## src/rtl/gda_pkg.sv

```systemverilog
// Shared types, constants and calendar helpers for the date adder.
package gda_pkg;

  // Internal year width: covers the largest start year plus the largest day count
  localparam int unsigned YW         = 23;
  localparam int unsigned ERA_DAYS   = 146097;
  localparam int unsigned ERA_YEARS  = 400;
  localparam int unsigned LEAP_DAYS  = 366;
  localparam int unsigned NORM_DAYS  = 365;
  // Reciprocal of 25 on the year over 16: q = ((y >> 4) * Q_MUL) >> 16 = y / 400,
  // exact for every 16-bit year
  localparam int unsigned Q_MUL      = 2622;

  typedef struct packed {
    logic [29:0] days_to_add;
    logic [4:0]  start_day;
    logic [3:0]  start_month;
    logic [15:0] start_year;
  } gda_in_t;

  typedef struct packed {
    logic [4:0] end_day;
    logic [3:0] end_month;
  } gda_out_t;

  typedef enum logic [2:0] {
    ST_IDLE,
    ST_YOE,
    ST_NORM,
    ST_ERA,
    ST_YEAR,
    ST_DAYS,
    ST_DONE
  } gda_state_t;

  typedef enum logic [2:0] {
    CMD_NONE,
    CMD_LOAD,
    CMD_YOE,
    CMD_NORM,
    CMD_ERA,
    CMD_YEAR,
    CMD_DAY,
    CMD_PUB
  } gda_cmd_t;

  typedef struct packed {
    logic era_ok;   // remaining count covers a full 400-year era
    logic year_ok;  // remaining count covers the coming year
    logic feb29;    // current date is Feb 29
    logic n_zero;   // no days left
  } gda_stat_t;

  // Leap test from the year of era (year mod 400)
  function automatic logic is_leap(input logic [8:0] yoe);
    logic res;
    res = (yoe[1:0] == 2'd0) && (yoe != 9'd100) && (yoe != 9'd200) && (yoe != 9'd300);
    return res;
  endfunction

  function automatic logic [4:0] month_len(input logic [3:0] m, input logic leap);
    logic [4:0] len;
    if (m == 4'd2) begin
      len = leap ? 5'd29 : 5'd28;
    end else if (m inside {4'd4, 4'd6, 4'd9, 4'd11}) begin
      len = 5'd30;
    end else begin
      len = 5'd31;
    end
    return len;
  endfunction

endpackage

```

## src/rtl/gda_datapath.sv

```systemverilog
// Datapath: date registers, remaining-day counter and output register.
module gda_datapath #(
  parameter int unsigned YEAR_BITS = 22
) (
  input  logic                    clk,
  input  gda_pkg::gda_cmd_t       cmd,
  input  gda_pkg::gda_in_t        in_data,
  output gda_pkg::gda_stat_t      stat,
  output gda_pkg::gda_out_t       out_data,
  output logic [YEAR_BITS-1:0]    out_end_year
);
  import gda_pkg::*;

  logic [29:0]    n_r;
  logic [4:0]     d_r;
  logic [3:0]     m_r;
  logic [YW-1:0]  y_r;
  logic [8:0]     yoe_r;
  logic [7:0]     q_r;
  gda_out_t       out_r;
  logic [YEAR_BITS-1:0] out_year_r;

  logic [3:0]  m_clamp;
  logic [23:0] q_prod;
  logic [15:0] q400;
  logic [8:0]  yoe_new;
  logic [8:0]  yoe_inc;
  logic        leap_cur;
  logic        leap_next;
  logic [8:0]  ylen;
  logic [4:0]  mlen;
  logic        ovf;

  // Month clamp and year-mod-400 by reciprocal
  always_comb begin
    if (in_data.start_month == 4'd0) begin
      m_clamp = 4'd1;
    end else if (in_data.start_month > 4'd12) begin
      m_clamp = 4'd12;
    end else begin
      m_clamp = in_data.start_month;
    end
  end

  assign q_prod  = 24'(in_data.start_year[15:4]) * 24'(Q_MUL);
  assign q400    = 16'(q_r) * 16'(ERA_YEARS);
  assign yoe_new = 9'(y_r[15:0] - q400);

  // Calendar lengths from the current date
  assign yoe_inc   = (yoe_r == 9'd399) ? 9'd0 : yoe_r + 9'd1;
  assign leap_cur  = is_leap(yoe_r);
  assign leap_next = is_leap(yoe_inc);
  // Next Feb 29 ahead: this year's in Jan/Feb, next year's otherwise
  assign ylen = (m_r <= 4'd2) ? (leap_cur  ? 9'(LEAP_DAYS) : 9'(NORM_DAYS))
                              : (leap_next ? 9'(LEAP_DAYS) : 9'(NORM_DAYS));
  assign mlen = month_len(m_r, leap_cur);

  // Status to the controller
  assign stat.era_ok  = (n_r >= 30'(ERA_DAYS));
  assign stat.year_ok = (n_r >= 30'(ylen));
  assign stat.feb29   = (m_r == 4'd2) && (d_r == 5'd29);
  assign stat.n_zero  = (n_r == 30'd0);

  assign ovf = ((y_r >> YEAR_BITS) != '0);

  // Register updates by command
  always_ff @(posedge clk) begin
    case (cmd)
      CMD_LOAD: begin
        n_r <= in_data.days_to_add;
        d_r <= in_data.start_day;
        m_r <= m_clamp;
        y_r <= YW'(in_data.start_year);
        q_r <= q_prod[23:16];
      end
      CMD_YOE: begin
        yoe_r <= yoe_new;
      end
      CMD_NORM: begin
        if (d_r == 5'd0) begin
          d_r <= 5'd1;
        end else if (d_r > mlen) begin
          d_r <= mlen;
        end
      end
      CMD_ERA: begin
        n_r <= n_r - 30'(ERA_DAYS);
        y_r <= y_r + YW'(ERA_YEARS);
      end
      CMD_YEAR: begin
        n_r   <= n_r - 30'(ylen);
        y_r   <= y_r + YW'(1);
        yoe_r <= yoe_inc;
      end
      CMD_DAY: begin
        n_r <= n_r - 30'd1;
        if (d_r < mlen) begin
          d_r <= d_r + 5'd1;
        end else begin
          d_r <= 5'd1;
          if (m_r == 4'd12) begin
            m_r   <= 4'd1;
            y_r   <= y_r + YW'(1);
            yoe_r <= yoe_inc;
          end else begin
            m_r <= m_r + 4'd1;
          end
        end
      end
      CMD_PUB: begin
        // Saturate past the top year
        if (ovf) begin
          out_r.end_day   <= 5'd31;
          out_r.end_month <= 4'd12;
          out_year_r      <= '1;
        end else begin
          out_r.end_day   <= d_r;
          out_r.end_month <= m_r;
          out_year_r      <= YEAR_BITS'(y_r);
        end
      end
      default: ;
    endcase
  end

  assign out_data     = out_r;
  assign out_end_year = out_year_r;

endmodule

```

## src/rtl/gda_ctrl.sv

```systemverilog
// Controller: sequences era, year and day steps and owns both handshakes.
module gda_ctrl (
  input  logic                clk,
  input  logic                rst_n,
  input  logic                in_valid,
  output logic                in_ready,
  output logic                out_valid,
  input  logic                out_ready,
  input  gda_pkg::gda_stat_t  stat,
  output gda_pkg::gda_cmd_t   cmd
);
  import gda_pkg::*;

  gda_state_t state_r, state_nxt;
  logic       out_valid_r, out_valid_nxt;
  logic       can_pub;

  assign can_pub = !out_valid_r || out_ready;

  // Next state
  always_comb begin
    state_nxt = state_r;
    case (state_r)
      ST_IDLE: if (in_valid) state_nxt = ST_YOE;
      ST_YOE:  state_nxt = ST_NORM;
      ST_NORM: state_nxt = ST_ERA;
      ST_ERA:  if (!stat.era_ok) state_nxt = ST_YEAR;
      ST_YEAR: begin
        if (!(stat.feb29 && !stat.n_zero) && !stat.year_ok) state_nxt = ST_DAYS;
      end
      ST_DAYS: if (stat.n_zero) state_nxt = ST_DONE;
      ST_DONE: if (can_pub) state_nxt = ST_IDLE;
      default: state_nxt = ST_IDLE;
    endcase
  end

  // Commands and handshake outputs
  always_comb begin
    cmd      = CMD_NONE;
    in_ready = 1'b0;
    case (state_r)
      ST_IDLE: begin
        in_ready = 1'b1;
        if (in_valid) cmd = CMD_LOAD;
      end
      ST_YOE:  cmd = CMD_YOE;
      ST_NORM: cmd = CMD_NORM;
      ST_ERA:  if (stat.era_ok) cmd = CMD_ERA;
      ST_YEAR: begin
        // Step off Feb 29 first so whole-year skips never land on a missing day
        if (stat.feb29 && !stat.n_zero) begin
          cmd = CMD_DAY;
        end else if (stat.year_ok) begin
          cmd = CMD_YEAR;
        end
      end
      ST_DAYS: if (!stat.n_zero) cmd = CMD_DAY;
      ST_DONE: if (can_pub) cmd = CMD_PUB;
      default: ;
    endcase
  end

  assign out_valid_nxt = (cmd == CMD_PUB) || (out_valid_r && !out_ready);
  assign out_valid     = out_valid_r;

  always_ff @(posedge clk) begin
    if (!rst_n) begin
      state_r     <= ST_IDLE;
      out_valid_r <= 1'b0;
    end else begin
      state_r     <= state_nxt;
      out_valid_r <= out_valid_nxt;
    end
  end

endmodule

```

## src/rtl/gregorian_date_add_days.sv

```systemverilog
// Top level of the Gregorian date adder: controller plus datapath.
//
// Usage: present a start date and a day count as one beat on in_valid/in_ready;
// the block returns the date that many days later as one beat on out_valid/out_ready.
// A start month of 0 reads as January and 13..15 as December; a start day of 0 reads
// as 1 and a day past the month end as the month's last day. A resulting year beyond
// 2^YEAR_BITS-1 gives Dec 31 of that top year.
// Order of work: the controller takes whole 400-year eras off the count (up to 7349),
// then the remaining whole years (up to 399), then the remaining single days (up to
// 365); a start on Feb 29 with a nonzero count is first stepped one day, off Feb 29,
// before the year steps. The single subtract/compare path in the datapath takes one
// step per cycle. The next beat can be taken in the same cycle that out_valid rises.
// One item is in work at a time; in_ready is high only while the controller is idle,
// which includes the time a finished result waits in the output register.
// A stalled receiver holds out_valid and the payload; a finished item then waits
// until the output register frees. Synchronous active-low reset clears the
// controller and drops out_valid; the datapath registers are not reset.
module gregorian_date_add_days #(
  parameter int unsigned YEAR_BITS = 22
) (
  input  logic                  clk,
  input  logic                  rst_n,
  input  logic                  in_valid,
  output logic                  in_ready,
  input  gda_pkg::gda_in_t      in_data,
  output logic                  out_valid,
  input  logic                  out_ready,
  output gda_pkg::gda_out_t     out_data,
  output logic [YEAR_BITS-1:0]  out_end_year
);
  import gda_pkg::*;

  gda_cmd_t  cmd;
  gda_stat_t stat;

  gda_ctrl u_ctrl (
    .clk       (clk),
    .rst_n     (rst_n),
    .in_valid  (in_valid),
    .in_ready  (in_ready),
    .out_valid (out_valid),
    .out_ready (out_ready),
    .stat      (stat),
    .cmd       (cmd)
  );

  gda_datapath #(
    .YEAR_BITS (YEAR_BITS)
  ) u_dp (
    .clk          (clk),
    .cmd          (cmd),
    .in_data      (in_data),
    .stat         (stat),
    .out_data     (out_data),
    .out_end_year (out_end_year)
  );

endmodule

```

## config.mk

```make
export PLATFORM = sky130hd
export DESIGN_NAME = gregorian_date_add_days
export DESIGN_NICKNAME = d
export VERILOG_FILES = /design/src/rtl/gda_pkg.sv /design/src/rtl/gda_datapath.sv /design/src/rtl/gda_ctrl.sv /design/src/rtl/gregorian_date_add_days.sv
export SDC_FILE = /design/constraint.sdc
export NUM_CORES = 1
export LEC_CHECK = 0
export BUFFER_PORTS_ARGS = -buffer_cell sky130_fd_sc_hd__buf_4
export CAP_MARGIN = 20
export CORE_UTILIZATION = 33
export CTS_CLUSTER_DIAMETER = 40
export CTS_CLUSTER_SIZE = 10
export DETAILED_ROUTE_END_ITERATION = 8
export PLACE_DENSITY = 0.45
export SLEW_MARGIN = 10
export SYNTH_ARGS = -nofsm -noshare
export SYNTH_HDL_FRONTEND = slang
export SYNTH_SLANG_ARGS = --single-unit
```

## constraint.sdc

```tcl
create_clock -name clk -period 13.8 [get_ports clk]
set_input_delay 0 -clock clk [delete_from_list [all_inputs] [get_ports clk]]
set_output_delay 0 -clock clk [all_outputs]
set_load 0.05 [all_outputs]
```

==> results.sh <==
export IMPL_synth_seq_area_share=0.309
export IMPL_die_w_um=182
export IMPL_synth_area_um2=10600
export IMPL_start_util=0.337
export IMPL_synth_edf_count=107
export IMPL_cts_resized=0
export IMPL_avgViaCountPerCell=5.61
export IMPL_rows=65
export IMPL_skew_ns=0.0161
export IMPL_max_freq_mhz=136
export IMPL_grt_total_usage=0.199
export IMPL_dp_cells=1603
export IMPL_peakVddDrop_mv=0.0654
export IMPL_ys_types=81
export IMPL_syn_num_nets=1361
export IMPL_yosys_register_bits=111
export IMPL_finalNonFillerCells=1660
export IMPL_antennaDiodeCount=0
export IMPL_setup_ws_ns=6.43
export IMPL_dieArea_um2=33000
export IMPL_clockRootBuffer="clkbuf_16"
export IMPL_worstPathCellList="ha_1 -> nand4_1 -> nor4_1 -> o21bai_1 -> nand3_1 -> o21ai_0 -> a311oi_1 -> a31oi_1 -> ha_1 -> inv_1 -> fa_1 -> a311oi_1 -> o311ai_1 -> or2_0 -> o31a_1 -> nor3_2 -> buf_4 -> nor3b_1 -> a2111o_1"
export IMPL_slowest_stage="nor3_2"
export IMPL_drt_initial_drc_count=797
export IMPL_period_share=0.534
export IMPL_synthArstFlopShare=0
export IMPL_hold_viol=0
export IMPL_max_stage_delay_ns=0.89
export IMPL_drt_pass1_iterations=5
export IMPL_antenna_found_initial=0
export IMPL_min_period_ns=7.37
export IMPL_cts_setup_buffers=0
export IMPL_cts_buffers=9
export IMPL_wirelength_um=32000
export IMPL_power_w=0.00195
export IMPL_avgSynthCellArea_um2=9.13
export IMPL_cp_buffers_inverters=2
export IMPL_hold_class="in -> reg"
export IMPL_drc=0
export IMPL_p_sw_w=0.000867
export IMPL_grt_overflow=0
export IMPL_cp_required_ns=13.93
export IMPL_hp_start="in_data[42]"
export IMPL_clk_pin_slew_ns=0.09
export IMPL_num_io_pins=92
export IMPL_end_kind="flop"
export IMPL_setup_violations=0
export IMPL_core_um2=31600
export IMPL_max_cap_violations=0
export IMPL_worstPathMaxFanout=25
export IMPL_pwr_share_seq=0.358
export IMPL_tns_ns=0
export IMPL_swShare=0.445
export IMPL_netlist_instances=1166
export IMPL_power_density_nw_per_um2=157
export IMPL_numPortBuffers=91
export IMPL_die_h_um=182
export IMPL_tightest_slew_ns=1.07
export IMPL_power_leakage_nw=4.89
export IMPL_area_growth_pct=16.3
export IMPL_final_nets=1448
export IMPL_grt_pass1_vias=8906
export IMPL_ys_flop_type="edfxtp_1"
export IMPL_vias=9307
export IMPL_gp_congestion=0.822
export IMPL_p_int_w=0.00108
export IMPL_outcome="completed"
export IMPL_slew_violations=0
export IMPL_startpoint="u_dp.yoe_r[0]"
export IMPL_cts_sinks=111
export IMPL_antenna_left=0
export IMPL_r2r_start="u_dp.yoe_r[0]"
export IMPL_start_kind="flop"
export IMPL_grt_max_degree=42
export IMPL_cts_max_path_buffers=2
export IMPL_rsz0062_at_grt="false"
export IMPL_drive_above_1_share=0.133
export IMPL_critPathArrivalTime_ns=7.51
export IMPL_preCtsSetupSlack_ns=6.52
export IMPL_dpl_hpwl_um=23100
export IMPL_relSlewSlack=0.288
export IMPL_yosys_warnings=0
export IMPL_fin_hold_ws_ns=0.0184
export IMPL_power_frac_comb=0.493
export IMPL_critPathTopFamily="compound AO/OA/AOI/OAI gates"
export IMPL_crit_type="reg -> reg"
export IMPL_cts_tree="done"
export IMPL_routedWlPerCell_um=19.3
export IMPL_p_clk_frac=0.149
export IMPL_cts_htree_levels=3
export IMPL_hold_buffers=41
export IMPL_grt_pass1_wl_um=51300
export IMPL_insertion_delay_ns=0.38
worst min-delay path: cells and delay by family:
| kind | cells | cell delay, ns |
|---|---|---|
| buf+inv | 1 | 0.09 |
| compound gates | 1 | 0.13 |
| simple gates | 1 | 0.05 |
layer usage:
| metal | up-vias | wire length (um) | global-route usage |
|---|---|---|---|
| met3 | 21 | 1380 | 0.0257 |
| met2 | 259 | 14300 | 0.307 |
| li1 | 4489 | - | - |
| met5 | - | 0 | 0 |
| met1 | 4538 | 16000 | 0.295 |
| met4 | 0 | 331 | 0.0437 |
logic make-up (layout without fill, tap and decap cells):
logic type	count (synthesis)	count (layout)	share of synthesized area
simple gates	391	391	0.190
compound gates	297	297	0.194
buf+inv	166	258	0.0615
fa+ha+maj	136	136	0.190
flops	111	111	0.309
xor+xnor	54	54	0.0444
mux	11	11	0.0116
per-stage QoR:
| step | area, um2 | util |
|---|---|---|
| CTS | 12400 | 0.391 |
| floorplan | 10600 | - |
| global placement | 11700 | 0.368 |
| finish | 12400 | 0.391 |
| detailed placement | 11700 | 0.368 |
| global route | 12400 | 0.391 |
power groups by stage:
stage	Sequential (W)	Clock [W]	Combinational (W)
2_1_floorplan	0.000592	0	0.000783
3_3_place_gp	0.000701	0	0.000957
3_5_place_dp	0.000700	0	0.000958
4_1_cts	0.000693	0.000299	0.000975
5_1_grt	0.000718	0.000309	0.00110
6_report	0.000696	0.000291	0.000959
flip-flops by register name, indices dropped and copies added (netlist names):
signal,count
u_ctrl.out_valid,1
u_ctrl.state_r,3
u_dp.d_r,5
u_dp.m_r,4
u_dp.n_r,30
u_dp.out_data,9
u_dp.out_end_year,22
u_dp.q_r,5
u_dp.y_r,23
u_dp.yoe_r,9
Yosys cell counts (all sizes together), types with 7 or more instances:
library cell / instances / share of area
a211oi: 9 / 0.0063
a21o: 9 / 0.0063
a21oi: 68 / 0.032
a221oi: 12 / 0.0099
a22o: 8 / 0.0066
a22oi: 13 / 0.0092
a31oi: 10 / 0.0059
a32oi: 10 / 0.0082
and3: 16 / 0.0094
buf: 16 / 0.0086
clkbuf: 51 / 0.018
edfxtp: 107 / 0.30
fa: 43 / 0.081
ha: 93 / 0.11
inv: 99 / 0.035
mux2i: 9 / 0.0085
nand2: 95 / 0.033
nand2b: 20 / 0.012
nand3: 41 / 0.019
nand4: 13 / 0.0076
nor2: 79 / 0.028
nor2b: 11 / 0.0065
nor3: 30 / 0.014
nor4: 25 / 0.018
o211ai: 8 / 0.0056
o21a: 7 / 0.0049
o21ai: 52 / 0.025
o22ai: 15 / 0.0088
o31ai: 8 / 0.0061
o32ai: 8 / 0.0066
or2: 23 / 0.014
or4: 8 / 0.0056
xnor2: 40 / 0.033
xor2: 14 / 0.012
path summary, 6_finish.rpt:
path	to	depth (start not counted)	slack (ns)
max	u_dp.y_r[11]	19	6.43
min	u_dp.n_r[17]	3	0.02
max reg2reg	u_dp.y_r[11]	19	6.43
min reg2reg	u_dp.out_end_year[20]	2	0.62
cells in the final DEF, fill, tap and decap left out, types with 16 or more instances in the layout:
cell type | netlist | layout
xnor2_1 | 40 | 40
nor4_1 | 21 | 21
buf_4 | 0 | 102
inv_1 | 99 | 99
and3_1 | 16 | 16
or2_2 | 22 | 22
nand3_1 | 41 | 41
o21ai_0 | 46 | 46
nor3_1 | 30 | 29
edfxtp_1 | 107 | 107
fa_1 | 43 | 43
ha_1 | 93 | 93
nand2b_1 | 20 | 20
a21oi_1 | 67 | 66
nand2_1 | 95 | 95
nor2_1 | 77 | 77
dlygate4sd3_1 | 0 | 41
layout make-up:
| type | count | area [um2] |
|---|---|---|
| sequential | 111 | 3290 |
| inverter | 99 | 372 |
| multi-input combinational | 889 | 6720 |
| tap | 402 | 503 |
| clock buffer | 9 | 225 |
| clock inverter | 7 | 91.3 |
| timing repair buffer | 143 | 1180 |
| fill | 3223 | 19300 |
Note: power is estimated with default switching activity, not from simulation.
